[src/sv/dvrt_pkg.sv]
// shared types and constants for the distance vector route table
// no dependencies
`default_nettype none

package dvrt_pkg;

  localparam int unsigned TableEntries = 64;
  localparam int unsigned IdxW = $clog2(TableEntries);
  localparam int unsigned CntW = $clog2(TableEntries + 1);

  localparam logic [2:0] OP_TICK    = 3'd0;
  localparam logic [2:0] OP_REQUEST = 3'd1;
  localparam logic [2:0] OP_ADVERT  = 3'd2;
  localparam logic [2:0] OP_LOCAL   = 3'd3;
  localparam logic [2:0] OP_LOOKUP  = 3'd4;

  localparam logic [1:0] KIND_CHANGED = 2'd0;
  localparam logic [1:0] KIND_LOOKUP  = 2'd1;
  localparam logic [1:0] KIND_FULL    = 2'd2;

  localparam logic [7:0] TIMEOUT_RESET  = 8'd12;
  localparam logic [4:0] INFINITY_RESET = 5'd16;

  localparam logic REG_TIMEOUT  = 1'b0;
  localparam logic REG_INFINITY = 1'b1;

  // classified command from the front part to the scan engine
  typedef enum logic [4:0] {
    CMD_TICK   = 5'b00001,
    CMD_STORE  = 5'b00010,
    CMD_ADVERT = 5'b00100,
    CMD_LOOKUP = 5'b01000,
    CMD_NONE   = 5'b10000
  } cmd_kind_t;

  typedef struct packed {
    cmd_kind_t   kind;
    logic [31:0] dest;
    logic [31:0] hop;
    logic [4:0]  cost;
    logic        unreachable;
  } cmd_t;

  typedef struct packed {
    logic [1:0]  kind;
    logic        found;
    logic [31:0] dest;
    logic [31:0] hop;
    logic [4:0]  cost;
  } result_t;

endpackage

`default_nettype wire

[src/sv/dvrt_front.sv]
// front part: classifies input items into scan commands and queues them
// depends on dvrt_pkg
`default_nettype none

module dvrt_front
  import dvrt_pkg::*;
(
  input  wire logic        clk,
  input  wire logic        rst,
  input  wire logic        push,
  output logic             full,
  input  wire logic [2:0]  opcode,
  input  wire logic [31:0] route_dest,
  input  wire logic [31:0] sender_address,
  input  wire logic [4:0]  advertised_cost,
  input  wire logic [4:0]  infinity_cost,
  output logic             cmd_valid,
  output cmd_t             cmd,
  input  wire logic        cmd_take
);

  // two entry command queue
  cmd_t       q [2];
  logic       wr_ptr;
  logic       rd_ptr;
  logic [1:0] count;
  cmd_t       cls;
  logic [5:0] adv_inc;
  logic       push_ok;
  logic       pop_ok;

  assign full      = (count == 2'd2);
  assign cmd_valid = (count != 2'd0);
  assign cmd       = q[rd_ptr];
  assign push_ok   = push && !full;
  assign pop_ok    = cmd_take && cmd_valid;
  assign adv_inc   = {1'b0, advertised_cost} + 6'd1;

  // decode opcode and precompute the new cost
  always_comb begin
    cls.dest        = route_dest;
    cls.hop         = sender_address;
    cls.cost        = 5'd0;
    cls.unreachable = 1'b0;
    cls.kind        = CMD_NONE;
    case (opcode)
      OP_TICK: begin
        cls.kind = CMD_TICK;
      end
      OP_REQUEST: begin
        cls.kind = CMD_STORE;
        cls.dest = sender_address;
        cls.cost = (infinity_cost > 5'd1) ? 5'd1 : infinity_cost;
      end
      OP_ADVERT: begin
        cls.kind        = CMD_ADVERT;
        cls.unreachable = (advertised_cost >= infinity_cost);
        if (cls.unreachable || adv_inc > {1'b0, infinity_cost}) begin
          cls.cost = infinity_cost;
        end else begin
          cls.cost = adv_inc[4:0];
        end
      end
      OP_LOCAL: begin
        cls.kind = CMD_STORE;
        cls.hop  = route_dest;
      end
      OP_LOOKUP: begin
        cls.kind = CMD_LOOKUP;
      end
      default: begin
        cls.kind = CMD_NONE;
      end
    endcase
  end

  // queue payload
  always_ff @(posedge clk) begin
    if (push_ok) begin
      q[wr_ptr] <= cls;
    end
  end

  // queue pointers
  always_ff @(posedge clk) begin
    if (rst) begin
      wr_ptr <= 1'b0;
      rd_ptr <= 1'b0;
      count  <= 2'd0;
    end else begin
      if (push_ok) begin
        wr_ptr <= ~wr_ptr;
      end
      if (pop_ok) begin
        rd_ptr <= ~rd_ptr;
      end
      if (push_ok && !pop_ok) begin
        count <= count + 2'd1;
      end else if (!push_ok && pop_ok) begin
        count <= count - 2'd1;
      end
    end
  end

endmodule

`default_nettype wire

[config.mk]
export PLATFORM = sky130hd
export DESIGN_NAME = dvrt_front
export DESIGN_NICKNAME = d
export VERILOG_FILES = /design/src/sv/dvrt_pkg.sv /design/src/sv/dvrt_front.sv
export SDC_FILE = /design/constraint.sdc
export NUM_CORES = 1
export LEC_CHECK = 0
export BUFFER_PORTS_ARGS = -buffer_cell sky130_fd_sc_hd__buf_4
export CAP_MARGIN = 20
export CORE_ASPECT_RATIO = 1.2
export CORE_MARGIN = 1.5
export CORE_UTILIZATION = 50
export CTS_CLUSTER_DIAMETER = 150
export CTS_CLUSTER_SIZE = 25
export DETAILED_ROUTE_END_ITERATION = 8
export PLACE_DENSITY = 0.72
export SLEW_MARGIN = 40
export SYNTH_ARGS = -nofsm -noshare
export SYNTH_HDL_FRONTEND = slang
export SYNTH_SLANG_ARGS = --single-unit
[constraint.sdc]
create_clock -name clk -period 11.1 [get_ports clk]
set_input_delay 1.11 -clock clk [delete_from_list [all_inputs] [get_ports clk]]
set_output_delay 1.11 -clock clk [all_outputs]
set_load 0.05 [all_outputs]
# Word-level counts from Yosys, hierarchy flattened
# Memory sizes are Yosys's and may differ from the RTL's. A register that Yosys moved wholly into a read port is not among the register bits.
# Cells that the tools add are included.
# Widths: inputs -> output; s select.
[classes]
n_addsub = 3
order_cmp = 3
n_eq_ne = 5
muxes = 13
bitwise_logic = 2
reduce_logical = 12
[op_table]
columns = ["cell", "n"]
rows = [
  ["$mux 32", 2],
  ["$pmux 5 s4", 1],
  ["$mux 5", 2],
  ["$pmux 5 s2", 1],
  ["$add 5x1->6 const B", 1],
  ["$eq 3x2->1 const B", 2],
  ["$gt 6x5->1", 1],
  ["$ge 5x5->1", 1],
  ["$gt 5x1->1 const B", 1],
  ["$mux 1", 5],
  ["$logic_and 1x1->1", 4],
  ["$mux 2", 2],
  ["$reduce_bool 2->1", 2],
  ["$eq 3x1->1 const B", 1],
  ["$eq 3x3->1 const B", 1],
  ["$logic_not 1->1", 3],
  ["$logic_not 3->1", 1],
  ["$add 2x1->2 const B", 1],
  ["$eq 2x2->1 const B", 1],
  ["$not 1->1", 2],
  ["$reduce_or 2->1", 1],
  ["$sub 2x1->2 const B", 1],
  ["$logic_or 1x1->1", 1],
]
[word_totals]
reg_bits = 4
ram_bits = 150
input_bits = 81
output_inout_bits = 77
elab_cells = 42
mem_count = 1
[memory_table]
columns = ["memory", "depth", "word_bits", "rd", "rd_ports_with_merged_regs", "write_ports", "line", "source"]
rows = [
  ["q", 2, 75, 1, 1, 1, "dvrt_front.sv:23", "cmd_t q [2];"],
]

# Longest topological paths before layout
[depth]
word_depth = 7
mapped_depth = 9
mapped_depth_nobuf = 9

# Worst setup path before layout
# No wires, ideal clock.
[synth_path]
path_kind = "input to register"
from = "input port push"
to = "memory q[0][0] in the netlist's numbering, enable pin"
setup_ns = 0.509
t_arrival_ns = 4.327
required_time_ns = 10.591
slack_ns = 6.265
cell_stages = 2
n_path_buf = 0
cell_sequence = "nand2_1 nor2_1"
[synth_via]
elab_chain_cells = 3
[synth_lines]
columns = ["element", "line", "source"]
rows = [
  ["start, declared", "dvrt_front.sv:10", "input wire logic push,"],
  ["$logic_and 1x1->1", "dvrt_front.sv:35", "assign push_ok = push && !full;"],
  ["$mux 1", "dvrt_front.sv:79", "if (push_ok) begin"],
  ["$mux 1 (not written as such)", "dvrt_front.sv:80", "q[wr_ptr] <= cls;"],
  ["end, declared", "dvrt_front.sv:23", ""],
]
# No other way between the ends.

==> impl_metrics.py <==
metrics = {
    "synthesis": {
        "syn_avg_cell_area_um2": 17.9,
        "synth_most_common_cell": "edfxtp_1",
        "yosysSeqAreaShare_pct": 65.6,
        "synth_cells": 393,
        "netlist_area_um2": 7020,
        "synth_common_cells": "edfxtp_1, mux2_2, mux2_1",
        "synth_top_area_share_pct": 64.2,
        "synthTopCellsByArea": "edfxtp_1, mux2_2, mux2_4, mux2_1, ha_1",
        "ys_async_sr_fraction_pct": 0,
        "synth.distinct_cells": 42,
        "ys_ff_latch": 155,
        "yosysWarnings": 0,
        "synth_fp_nets": 486,
        "yosysTopAreaCell": "edfxtp_1",
        "synth_flop_cell": "edfxtp_1",
        "synth-edff-count": 150,
    },
    "drt": {
        "wl_met1_mm": 5.27,
        "drt_iter0_markers": 182,
        "drc": 0,
        "wire_per_inst_um": 18.4,
        "num_vias": 3951,
        "dr_wl_met2_mm": 7.55,
        "ant_nets": 0,
        "firstDrtPassIters": 4,
        "top_layer": "met4",
        "viasPerCell": 5.32,
        "routed_wl_mm": 13.7,
        "wl_met3_um": 646,
    },
    "finish": {
        "fill_cells": 1037,
        "nNetsFinal": 652,
        "final_cells": 743,
        "antenna_cells": 0,
        "final_layout_size_suffix_gt1_share_pct": 56.1,
        "utilization_pct": 65.5,
        "syn2layout_area_growth_pct": 28.3,
    },
    "global_route": {
        "grt_use_total_pct": 19.2,
        "grt_max_degree": 76,
        "grt-ovfl-total": 0,
        "grt_pass1_vias": 4390,
        "antenna_found_initial": 0,
        "grt_pass1_wl_mm": 21.9,
    },
    "timing": {
        "final_hold_viol_count": 0,
        "clock_skew_ns": 0.00660,
        "relSlewSlack_pct": 49.3,
        "rsz0062_at_grt": "no",
        "fmax_ghz": 0.338,
        "report.final.slew_viol_count": 0,
        "final.setup.tns_ns": 0,
        "tightest_slew_ns": 0.760,
        "setup_viol": 0,
        "setup_slack_ns": 8.14,
        "min_period_ns": 2.96,
        "fin_hold_ws_ns": 0.517,
        "fin_crit_sh_pct": 26.6,
    },
    "clock_network": {
        "root_buffer": "clkbuf_16",
        "htree_num_levels": 4,
        "clock-sinks": 155,
        "post-cts-setup-buffers": 0,
        "cts_buffers": 17,
        "cts_tree": "yes",
        "cts_resized": 0,
        "cts_max_path_buffers": 2,
        "holdBufCountCts": 0,
        "path_clk_slew_ns": 0.06,
        "insertion_delay_ns": 0.41,
    },
    "power_and_ir_drop": {
        "ir_drop_mv": 0.227,
        "p_per_area_nw_per_um2": 241,
        "power.leakage_nw": 3.47,
    },
    "floorplan": {
        "fp.dieH_um": 133,
        "die_area_um2": 14800,
        "core_um2": 13800,
        "die_w_um": 111,
        "rows": 47,
        "ios": 158,
        "start_util_pct": 51.0,
    },
    "min_path": {
        "worstHoldPathType": "reg2reg",
    },
    "setup_path": {
        "crit_path_max_fanout": 34,
        "crit_slowest_cell": "dfxtp_4",
        "end_kind": "output pin",
        "path_cells": "buf_12 > mux2_2 > buf_4",
        "worstPathArrival_ns": 1.85,
        "path_delay_family": "flip-flops",
        "slowest_delay_ns": 0.57,
        "critPathKind": "reg2out",
        "worst-path-buf-inv": 2,
        "worstPathRequired_ns": 9.99,
        "cp-start-kind": "flop",
    },
    "placement": {
        "gp_congestion": 0.888,
        "io_buffers": 157,
        "pre_cts_ws_ns": 7.91,
        "hpwl_mm": 9.00,
        "placed_cells": 711,
    },
    "status": {
        "outcome": "finished clean",
    },
    "job": {
        "cap_viol_max_count": 0,
    },
}
-- worst paths after layout --
kind	from	end	slack, ns	cells past startpoint
worst min-delay path	rd_ptr$_SDFFE_PP0P_	flop	0.52	2
worst min register to register	rd_ptr$_SDFFE_PP0P_	flop	0.52	2
worst max-delay path	flop	cmd[69]	8.14	3
worst max register to register	count[0]$_SDFFE_PP0P_	q[0][47]$_DFFE_PP_	9.27	4
-- worst reg2reg max path, stage by stage (launching register included) --
cell	delay, ns
dfxtp_1	0.40
nand2b_1	0.17
nand2_1	0.14
nor2_4	0.11
buf_6	0.59
-- cell type report --
type	count	area, um^2	area share [%]
Inverter	10	37.5	0.417
Multi-Input combinational cell	212	2290	25.5
Clock inverter	11	87.6	0.972
Clock buffer	21	480	5.33
Sequential cell	155	4610	51.2
Tap cell	171	214	2.38
Timing Repair Buffer	163	1280	14.3
-- flip-flops by register name (all words and copies together), names as in the netlist, named ones only --
name / flops
wr_ptr: 1
count: 2
rd_ptr: 1
q: 150
-- per-layer routing --
| metal | GRT usage, % | up-vias |
|---|---|---|
| met5 | 0 | - |
| met4 | 7.03 | 0 |
| met3 | 5.04 | 16 |
| met2 | 34.8 | 106 |
| met1 | 21.7 | 1957 |
| li1 | - | 1872 |
-- where the power goes --
part	leakage, nW	internal, mW	switching [mW]
Sequential	1.45	0.755	0.0346
Clock	0.274	0.313	0.230
Combinational	1.75	0.290	0.544
-- cell usage in the layout (no fill, tap or decap), drive strengths merged, types with 2 or more instances in the layout --
master | synthesis | layout
buf | 13 | 163
edfxtp | 150 | 150
mux2 | 139 | 139
clkbuf | 3 | 21
ha | 12 | 12
inv | 10 | 12
xor2 | 6 | 6
nor2 | 6 | 6
nand2 | 6 | 6
a21oi | 6 | 6
clkinv | 0 | 6
dfxtp | 5 | 5
nand3 | 4 | 4
a211oi | 4 | 4
nor3 | 4 | 4
o21ai | 4 | 4
clkinvlp | 0 | 3
nand2b | 2 | 2
o21a | 2 | 2
and3 | 2 | 2
nor2b | 2 | 2
-- through the flow --
| step | total power, mW | area (um^2) |
|---|---|---|
| after floorplan | 1.39 | 7020 |
| after global placement | 1.61 | 8340 |
| after detailed placement | 1.65 | 8440 |
| after CTS | 2.19 | 9010 |
| after global routing | 2.25 | 9010 |
| final | 2.17 | 9010 |
-- kinds of logic after synthesis --
group           after synthesis  share of synthesized area (%)
simple gates                 32                           2.62
fa+ha+maj                    12                           2.14
flops                       155                           65.6
xor+xnor                      7                          0.873
buf+inv                      26                           1.98
compound gates               22                           2.94
mux                         139                           23.9
(Power assumes the default switching activity.)
