`config.mk`:
```
export PLATFORM = sky130hd
export DESIGN_NAME = dvrt_engine
export DESIGN_NICKNAME = d
export VERILOG_FILES = /design/src/sv/dvrt_pkg.sv /design/src/sv/dvrt_engine.sv
export SDC_FILE = /design/constraint.sdc
export NUM_CORES = 2
export LEC_CHECK = 0
export BUFFER_PORTS_ARGS = -buffer_cell sky130_fd_sc_hd__buf_4
export CAP_MARGIN = 25
export CORE_MARGIN = 8
export CORE_UTILIZATION = 57
export DETAILED_ROUTE_END_ITERATION = 8
export PLACE_DENSITY = 0.73
export SLEW_MARGIN = 15
export SYNTH_ARGS = -nofsm -noshare
export SYNTH_HDL_FRONTEND = slang
export SYNTH_MEMORY_MAX_BITS = 65536
export SYNTH_SLANG_ARGS = --single-unit
```
`constraint.sdc`:
```
create_clock -name clk -period 8.8 [get_ports clk]
set_clock_uncertainty 0.1 [all_clocks]
set_input_delay 0.44 -clock clk [delete_from_list [all_inputs] [get_ports clk]]
set_output_delay 0.44 -clock clk [all_outputs]
set_load 0.01 [all_outputs]
```
`src/sv/dvrt_pkg.sv`:
```
// shared types and constants for the distance vector route table
// no dependencies
`default_nettype none

package dvrt_pkg;

  localparam int unsigned TableEntries = 64;
  localparam int unsigned IdxW = $clog2(TableEntries);
  localparam int unsigned CntW = $clog2(TableEntries + 1);

  localparam logic [2:0] OP_TICK    = 3'd0;
  localparam logic [2:0] OP_REQUEST = 3'd1;
  localparam logic [2:0] OP_ADVERT  = 3'd2;
  localparam logic [2:0] OP_LOCAL   = 3'd3;
  localparam logic [2:0] OP_LOOKUP  = 3'd4;

  localparam logic [1:0] KIND_CHANGED = 2'd0;
  localparam logic [1:0] KIND_LOOKUP  = 2'd1;
  localparam logic [1:0] KIND_FULL    = 2'd2;

  localparam logic [7:0] TIMEOUT_RESET  = 8'd12;
  localparam logic [4:0] INFINITY_RESET = 5'd16;

  localparam logic REG_TIMEOUT  = 1'b0;
  localparam logic REG_INFINITY = 1'b1;

  // classified command from the front part to the scan engine
  typedef enum logic [4:0] {
    CMD_TICK   = 5'b00001,
    CMD_STORE  = 5'b00010,
    CMD_ADVERT = 5'b00100,
    CMD_LOOKUP = 5'b01000,
    CMD_NONE   = 5'b10000
  } cmd_kind_t;

  typedef struct packed {
    cmd_kind_t   kind;
    logic [31:0] dest;
    logic [31:0] hop;
    logic [4:0]  cost;
    logic        unreachable;
  } cmd_t;

  typedef struct packed {
    logic [1:0]  kind;
    logic        found;
    logic [31:0] dest;
    logic [31:0] hop;
    logic [4:0]  cost;
  } result_t;

endpackage

`default_nettype wire

```
`src/sv/dvrt_engine.sv`:
```
// back part: scans the route table memory once per command other than an unused opcode and emits results
// depends on dvrt_pkg
`default_nettype none

module dvrt_engine
  import dvrt_pkg::*;
(
  input  wire logic       clk,
  input  wire logic       rst,
  input  wire logic [7:0] timeout_seconds,
  input  wire logic [4:0] infinity_cost,
  input  wire logic       cmd_valid,
  input  wire cmd_t       cmd,
  output logic            cmd_take,
  output logic            res_valid,
  output result_t         res,
  input  wire logic       res_take
);

  typedef enum logic [3:0] {
    ST_IDLE  = 4'b0001,
    ST_SCAN  = 4'b0010,
    ST_APPLY = 4'b0100,
    ST_OUT   = 4'b1000
  } state_t;

  typedef struct packed {
    logic [31:0] dest;
    logic [31:0] hop;
    logic [4:0]  cost;
    logic [7:0]  age;
  } entry_t;

  // table memory with flop valid bits
  entry_t                  mem [TableEntries];
  logic [TableEntries-1:0] valid;

  state_t      state;
  cmd_t        cur;
  logic [CntW-1:0] rd_cnt;
  logic [IdxW-1:0] cmp_idx;
  logic            cmp_live;
  entry_t          rd_data;
  logic            hit;
  logic [IdxW-1:0] hit_idx;
  entry_t          hit_entry;
  logic            have_free;
  logic [IdxW-1:0] free_idx;
  logic            wr_en;
  logic [IdxW-1:0] wr_idx;
  entry_t          wr_data;
  logic [7:0]      aged;

  assign cmd_take = (state == ST_IDLE) && cmd_valid;
  assign aged     = (rd_data.age == 8'hFF) ? 8'hFF : rd_data.age + 8'd1;

  // memory read and write
  always_ff @(posedge clk) begin
    if (rd_cnt < CntW'(TableEntries)) begin
      rd_data <= mem[rd_cnt[IdxW-1:0]];
    end
    if (wr_en) begin
      mem[wr_idx] <= wr_data;
    end
  end

  // write port select: tick writes back aged entries, apply writes one slot
  always_comb begin
    wr_en   = 1'b0;
    wr_idx  = cmp_idx;
    wr_data = rd_data;
    if (state == ST_SCAN && cmp_live && cur.kind == CMD_TICK) begin
      wr_en       = valid[cmp_idx];
      wr_data.age = aged;
    end else if (state == ST_APPLY) begin
      wr_data.dest = cur.dest;
      wr_data.hop  = cur.hop;
      wr_data.cost = cur.cost;
      wr_data.age  = 8'd0;
      if (cur.kind == CMD_STORE) begin
        wr_en  = hit || have_free;
        wr_idx = hit ? hit_idx : free_idx;
      end else if (cur.kind == CMD_ADVERT) begin
        wr_idx = hit ? hit_idx : free_idx;
        if (!hit) begin
          wr_en = !cur.unreachable && have_free;
        end else if (cur.cost < hit_entry.cost ||
                     (cur.cost > hit_entry.cost && hit_entry.hop == cur.hop)) begin
          wr_en = 1'b1;
        end else if (hit_entry.hop == cur.hop && !cur.unreachable) begin
          wr_en        = 1'b1;
          wr_data.dest = hit_entry.dest;
          wr_data.cost = hit_entry.cost;
        end
      end
    end
  end

  // control sequencer
  always_ff @(posedge clk) begin
    if (rst) begin
      state     <= ST_IDLE;
      valid     <= '0;
      res_valid <= 1'b0;
      rd_cnt    <= '0;
      cmp_live  <= 1'b0;
    end else begin
      case (state)
        ST_IDLE: begin
          if (cmd_valid) begin
            cur       <= cmd;
            hit       <= 1'b0;
            have_free <= 1'b0;
            rd_cnt    <= '0;
            cmp_live  <= 1'b0;
            if (cmd.kind == CMD_NONE) begin
              state <= ST_IDLE;
            end else begin
              state <= ST_SCAN;
            end
          end
        end
        ST_SCAN: begin
          // address stage, one entry per cycle
          if (rd_cnt < CntW'(TableEntries)) begin
            rd_cnt <= rd_cnt + CntW'(1);
          end
          cmp_live <= (rd_cnt < CntW'(TableEntries));
          cmp_idx  <= rd_cnt[IdxW-1:0];
          // compare stage on registered read data
          if (cmp_live) begin
            if (cur.kind == CMD_TICK) begin
              if (valid[cmp_idx] && aged >= timeout_seconds) begin
                valid[cmp_idx] <= 1'b0;
              end
            end else begin
              if (valid[cmp_idx] && rd_data.dest == cur.dest && !hit) begin
                hit       <= 1'b1;
                hit_idx   <= cmp_idx;
                hit_entry <= rd_data;
              end
              if (!valid[cmp_idx] && !have_free) begin
                have_free <= 1'b1;
                free_idx  <= cmp_idx;
              end
            end
            if (cmp_idx == IdxW'(TableEntries - 1)) begin
              state <= (cur.kind == CMD_TICK) ? ST_IDLE : ST_APPLY;
            end
          end
        end
        ST_APPLY: begin
          if (wr_en) begin
            valid[wr_idx] <= 1'b1;
          end
          res.dest <= cur.dest;
          if (cur.kind == CMD_LOOKUP) begin
            res.kind  <= KIND_LOOKUP;
            res.found <= hit;
            res.hop   <= hit ? hit_entry.hop : 32'd0;
            res.cost  <= hit ? hit_entry.cost : 5'd0;
            res_valid <= 1'b1;
            state     <= ST_OUT;
          end else begin
            res.found <= 1'b0;
            res.hop   <= cur.hop;
            res.cost  <= cur.cost;
            if (!wr_en && (cur.kind == CMD_STORE ||
                (!hit && !cur.unreachable))) begin
              res.kind  <= KIND_FULL;
              res_valid <= 1'b1;
              state     <= ST_OUT;
            end else if (cur.kind == CMD_ADVERT && hit && wr_data.dest == cur.dest &&
                         wr_en && (cur.cost < hit_entry.cost ||
                         (cur.cost > hit_entry.cost && hit_entry.hop == cur.hop))) begin
              res.kind  <= KIND_CHANGED;
              res_valid <= 1'b1;
              state     <= ST_OUT;
            end else begin
              state <= ST_IDLE;
            end
          end
        end
        ST_OUT: begin
          if (res_take) begin
            res_valid <= 1'b0;
            state     <= ST_IDLE;
          end
        end
        default: begin
          state <= ST_IDLE;
        end
      endcase
    end
  end

endmodule

`default_nettype wire

```
# [Word level (Yosys, flattened, before mapping)]
# Memory sizes are Yosys's and may differ from the RTL's. A register that Yosys moved wholly into a read port is not among the register bits.
# Cells that the tools add are included.
[classes] addsub=2 order_cmp=8 n_eq_ne=26 n_mux=72 bitwise=5 n_reduce_logical=43
[ops] cell="$mux 64" count=4
[ops] cell="$mux 32" count=6
[ops] cell="$pmux 64 s2" count=1
[ops] cell="$eq 32x32->1" count=3
[ops] cell="$mux 77" count=1
[ops] cell="$mux 69" count=1
[ops] cell="$and 64x64->64" count=1
[ops] cell="$not 64->64" count=1
[ops] cell="$or 64x64->64" count=1
[ops] cell="$mux 37" count=1
[ops] cell="$mux 5" count=6
[ops] cell="$mux 6" count=5
[ops] cell="$mux 4" count=7
[ops] cell="$mux 1" count=23
[ops] cell="$logic_and 1x1->1" count=18
[ops] cell="$mux 8" count=2
[ops] cell="$pmux 4 s4" count=1
[ops] cell="$reduce_and 5->1" count=3
[ops] cell="$lt 6x7->1 const B" count=2
[ops] cell="$mux 7" count=2
[ops] cell="$pmux 7 s2" count=1
[ops] cell="$demux 1 s6" count=2
[ops] cell="$ge 6x1->1 const B" count=2
[ops] cell="$ne 2x2->1 const B" count=6
[ops] cell="32 further kinds" count=56
[totals] reg_bits=313 ramBits=4928 output_inout_bits=74 n_memories=1
[mem_list] memory="mem" words=64 word_bits=77 read_ports=1 rd_clocked_by_memory_dff=1 write_ports=1 line="dvrt_engine.sv:35" text="entry_t mem [TableEntries];"

# [Logic depth before layout (Yosys ltp)]
[depth] depth_word=17 mapped_depth=14

# [Least setup slack after synthesis]
# No wires, ideal clock.
[synth_timing] path_type="reg2reg" startpoint="register cur[2] in the netlist's numbering" endpoint="memory mem[17][0] in the netlist's numbering, enable pin" setup_ns=0.513 arrival_ns=5.604 path_slack_ns=2.583 stages_incl_launch_ff=11 path_buffers=2 synth_period_minus_slack_ns=6.217 cell_sequence="edfxtp_1 > ha_1 > nor2b_1 > o21ai_0 > nand2_1 > a221o_1 > a211oi_1 > buf_2 > buf_2 > o211ai_2 > nor2_1"
[synth_via] elab_chain_cells=11 elab_cells_between_ends=12 classes_between="2 x order compare; 8 x mux; 2 x reduce/logical"
[synth_lines] element="start, declared" line="dvrt_engine.sv:39" text="cmd_t cur;"
[synth_lines] element="start signal, assigned" line="dvrt_engine.sv:111" text="cur <= cmd;"
[synth_lines] element="$gt 5x5->1" line="dvrt_engine.sv:88" text="(cur.cost > hit_entry.cost && hit_entry.hop == cur.hop)) begin"
[synth_lines] element="$logic_and 1x1->1" line="dvrt_engine.sv:88"
[synth_lines] element="$logic_or 1x1->1 (*)" line="dvrt_engine.sv:87" text="end else if (cur.cost < hit_entry.cost ||"
[synth_lines] element="$mux 1 (*)" line="dvrt_engine.sv:87"
[synth_lines] element="$mux 1 (*)" line="dvrt_engine.sv:85" text="if (!hit) begin"
[synth_lines] element="$mux 1 (*)" line="dvrt_engine.sv:83" text="end else if (cur.kind == CMD_ADVERT) begin"
[synth_lines] element="$mux 1 (*)" line="dvrt_engine.sv:80" text="if (cur.kind == CMD_STORE) begin"
[synth_lines] element="$mux 1 (*)" line="dvrt_engine.sv:75" text="end else if (state == ST_APPLY) begin"
[synth_lines] element="$mux 1 (*)" line="dvrt_engine.sv:72" text="if (state == ST_SCAN && cmp_live && cur.kind == CMD_TICK) begin"
[synth_lines] element="$mux 1 (*)" line="dvrt_engine.sv:62" text="if (wr_en) begin"
[synth_lines] element="$mux 1 (implied by the code) (*)" line="dvrt_engine.sv:63" text="mem[wr_idx] <= wr_data;"
[synth_lines] element="end, declared" line="dvrt_engine.sv:35"
# Mark *: on every way between the ends. The rest lies on a longest branch, timed or not.

# [Final worst setup path]
[layout_timing] startpoint="register cur[9] in the netlist's numbering" endpoint="memory mem[20][39] in the netlist's numbering, enable pin"
[layout_via] elab_chain_cells=11 elab_cells_between_ends=13 classes_between="1 x eq/ne; 9 x mux; 3 x reduce/logical"
[layout_lines] element="$eq 32x32->1 (*)" line="dvrt_engine.sv:88, dvrt_engine.sv:90"
[layout_lines] element="$logic_and 1x1->1 (on tied branches)" line="dvrt_engine.sv:90, dvrt_engine.sv:88"
[layout_lines] element="$mux 1 or $logic_or 1x1->1 (tied branches)" line="dvrt_engine.sv:90, dvrt_engine.sv:87"
[layout_lines] element="$mux 1 (*)" line="dvrt_engine.sv:87"
[layout_lines] element="$mux 1 (*)" line="dvrt_engine.sv:85"
[layout_lines] element="$mux 1 (*)" line="dvrt_engine.sv:83"
[layout_lines] element="$mux 1 (*)" line="dvrt_engine.sv:80"
[layout_lines] element="$mux 1 (*)" line="dvrt_engine.sv:75"
[layout_lines] element="$mux 1 (*)" line="dvrt_engine.sv:72"
[layout_lines] element="$mux 1 (*)" line="dvrt_engine.sv:62"
[layout_lines] element="$mux 1 (implied by the code) (*)" line="dvrt_engine.sv:63"
# Marks and branches as above.

==> reports/qor.yml <==
wl_um: 570000
endpoint_kind: "register"
hold_violations: 0
cts_tree: "built"
pre_cts_ws_ps: 2910
ant_nets: 0
io_buffer_count: 160
swShare: 0.218
area_growth_pct: 14.0
grt_max_degree: 133
p_switching_uw: 11700
power.leakage_uw: 0.0700
critical_path_cell_count: 10
worstPathCellList: "xnor2_1 -> nand4_1 -> nor4_2 -> buf_4 -> a21oi_1 -> a211oi_2 -> buf_4 -> o211ai_2 -> nor2_4 -> buf_4"
combPwrFrac: 0.063
ys_async_sr_fraction: 0
core_mm2: 0.355
crit_path_top_delay_cell: "nor2_4"
fmax_mhz: 172
routed_via_density: 7.03
slew_headroom: 0.207
max-cap-violations: 0
clock_latency_ps: 1070
r2r_start: "cur[9]"
rsz0062_at_grt: "no"
synth-main-ff-cell: "edfxtp_1"
firstDrtPassIters: 6
drtIter0Drc: 15600
design.final.nets: 9207
fillers: 21600
layout_setup_ws_ps: 2980
syn-cell-area_mm2: 0.203
finalCritPeriodShare: 0.661
drive_gt1_frac: 0.313
overflow: 0
hp-start: "cmd[47]"
path_delay_family: "simple AND/OR/NAND/NOR gates"
grt_use_total: 0.302
grt_pass1_vias: 101000
final_max_slew_viol_count: 0
clk_pin_slew_ps: 60
fin_tns_setup_ps: 0
p_seq_frac: 0.528
worstPathArrival_ps: 6370
hpwl_um: 280000
reg2reg_slack_ps: 2980
ys.warnings.count: 0
cp-startpoint: "cur[9]"
cts_sinks: 5318
crit_required_ps: 9360
post_drt_wl_per_cell_um: 39.9
drc_errors: 0
hold_class: "in2reg"
max_slew.worst_pin.slew_ps: 1190
worstSetupStartpointType: "register"
period_needed_ps: 5820
critical_path_buf_inv_count: 3
synth_cell_types: 71
final_common_cell: "edfxtp_1"
chipHeight_um: 613
post-route-util: 0.651
syn_inst: 8402
clock_power_share: 0.409
cts-root-buf: "clkbuf_16"
p_int_uw: 42100
worstSetupEndpoint: "mem[20][39]"
cts_buffers: 526
initial_utilization: 0.571
antenna_found_initial: 24
setup.worst_path.class: "reg2reg"
power_density_mw_per_mm2: 233
timing.hold.ws_ps: 54.4
cts_buffer_depth: 4
setup-violations-final: 0
place.gp.congestion: 0.865
most-common-layout-cells: "5241 x edfxtp_1, 1617 x mux4_2, 540 x clkbuf_16"
crit_fanout: 28
power_uw: 53800
htree_levels: 6
die_area_mm2: 0.375
grt_pass1_wl_um: 789000
synth-edff-count: 5241
boundaryPins: 166
avgSynthCellArea_um2: 24.1
status: "complete, no violations"
via_count: 100000
irDropWorstVdd_mv: 0.218
cpMostUsedCell: "buf_4"
reg2reg_depth: 10
synth-seq-cells: 5318
timing.rr.end: "mem[20][39]"
num_rows: 219
slowest_delay_ps: 1060
ys_seq_area_frac: 0.783
synth_nets: 8509
die_w_um: 613
[synth_stat cells (3+ instances only)]
library cell  instances  area [um^2]
nor4_1               10         62.6
a21o_1                5         37.5
a221o_1               3         30.0
buf_2                 7         35.0
edfxtp_1           5241       157000
and3_1                9         56.3
xnor2_1              51          447
a22oi_1               6         45.0
o21a_1               11         82.6
clkbuf_1            289         1080
a21oi_1              78          390
o211ai_1              6         45.0
nor3_1               10         50.1
o211ai_2              9          113
nor2b_1              15         93.8
buf_1               133          499
nand3_1              61          305
o31ai_1               4         30.0
buf_6                 4         45.0
nor2_1              117          439
nand2_1             304         1140
o21ai_0             119          596
nand4_1              19          119
a31oi_1               4         25.0
nand2b_1              6         37.5
mux2i_1              50          500
a211oi_1              5         37.5
ha_1                 15          188
inv_1                19         71.3
or3b_2                3         26.3
and2_1                6         37.5
xor2_1               21          184
a211o_1               4         35.0
mux2_2               11          124
dfxtp_1              77         1540
nand3b_1              9         67.6
mux4_2             1617        36400
[stage by stage]
stage / instances / instance area [um^2]
3_3_place_gp: 13200 / 212000
4_1_cts: 14200 / 231000
2_1_floorplan: 8402 / 203000
3_5_place_dp: 13200 / 213000
5_1_grt: 14300 / 231000
6_report: 14300 / 231000
[area by class of cell]
class / count / area [um^2] / area share
sequential: 5318 / 159000 / 0.688
multi-input combinational: 2631 / 43200 / 0.187
clock buffer: 648 / 14000 / 0.0604
timing repair buffer: 603 / 6280 / 0.0272
tap: 4751 / 5940 / 0.0257
clock inverter: 282 / 2740 / 0.0118
inverter: 20 / 80.1 / 0.000346
antenna: 21 / 52.6 / 0.000227
[how the worst min path moves through the flow]
stage,to,slack [ps],cells past startpoint
floorplan,cmp_idx[2],310,0
global placement,hit_entry[43],340,0
detailed placement,hit_entry[9],340,0
CTS,cur[33],2,2
global route,cur[47],30,2
finish,cur[47],50,2
[metal layers]
| layer | vias up | share of wire | GRT usage |
|---|---|---|---|
| met4 | 18 | 0.070 | 0.171 |
| met2 | 7941 | 0.48 | 0.480 |
| li1 | 37500 | - | - |
| met1 | 53100 | 0.33 | 0.388 |
| met5 | - | 0.00019 | 0 |
| met3 | 1701 | 0.12 | 0.0699 |
[power by group through the flow]
stage | Sequential (uW) | Clock, uW | Combinational (uW)
global placement | 28900 | 0 | 3150
floorplan | 28900 | 0 | 2270
global route | 28400 | 23100 | 3590
CTS | 28400 | 22200 | 3410
detailed placement | 28900 | 0 | 3310
finish | 28400 | 22000 | 3390
[timing repair]
| item | in CTS | in global routing |
|---|---|---|
| endpoints found under the hold margin | 148 | 0 |
| hold buffers | 121 | 0 |
| resized for setup | 0 | 0 |
| buffers inserted | 0 | 0 |
[registers in the layout, summed over array words and instances (netlist names)]
name / cells
cur: 75
free_idx: 6
have_free: 1
valid: 64
rd_data: 77
rd_cnt: 7
hit_entry: 69
hit_idx: 6
state: 4
cmp_idx: 6
hit: 1
cmp_live: 1
mem: 4928
res_valid: 1
res: 72
[logic make-up (layout without fill, tap and decap cells)]
group,Yosys count,count (layout),synth area share
flip-flops,5318,5318,0.783
multiplexers,1681,1681,0.183
AND/OR/NAND/NOR,583,583,0.0127
buffers and inverters,453,1553,0.00857
AO/OA/AOI/OAI,280,280,0.00847
XOR/XNOR,72,72,0.00311
adder cells (fa/ha/maj),15,15,0.000925
other,0,21,0
(Power assumes the default switching activity.)
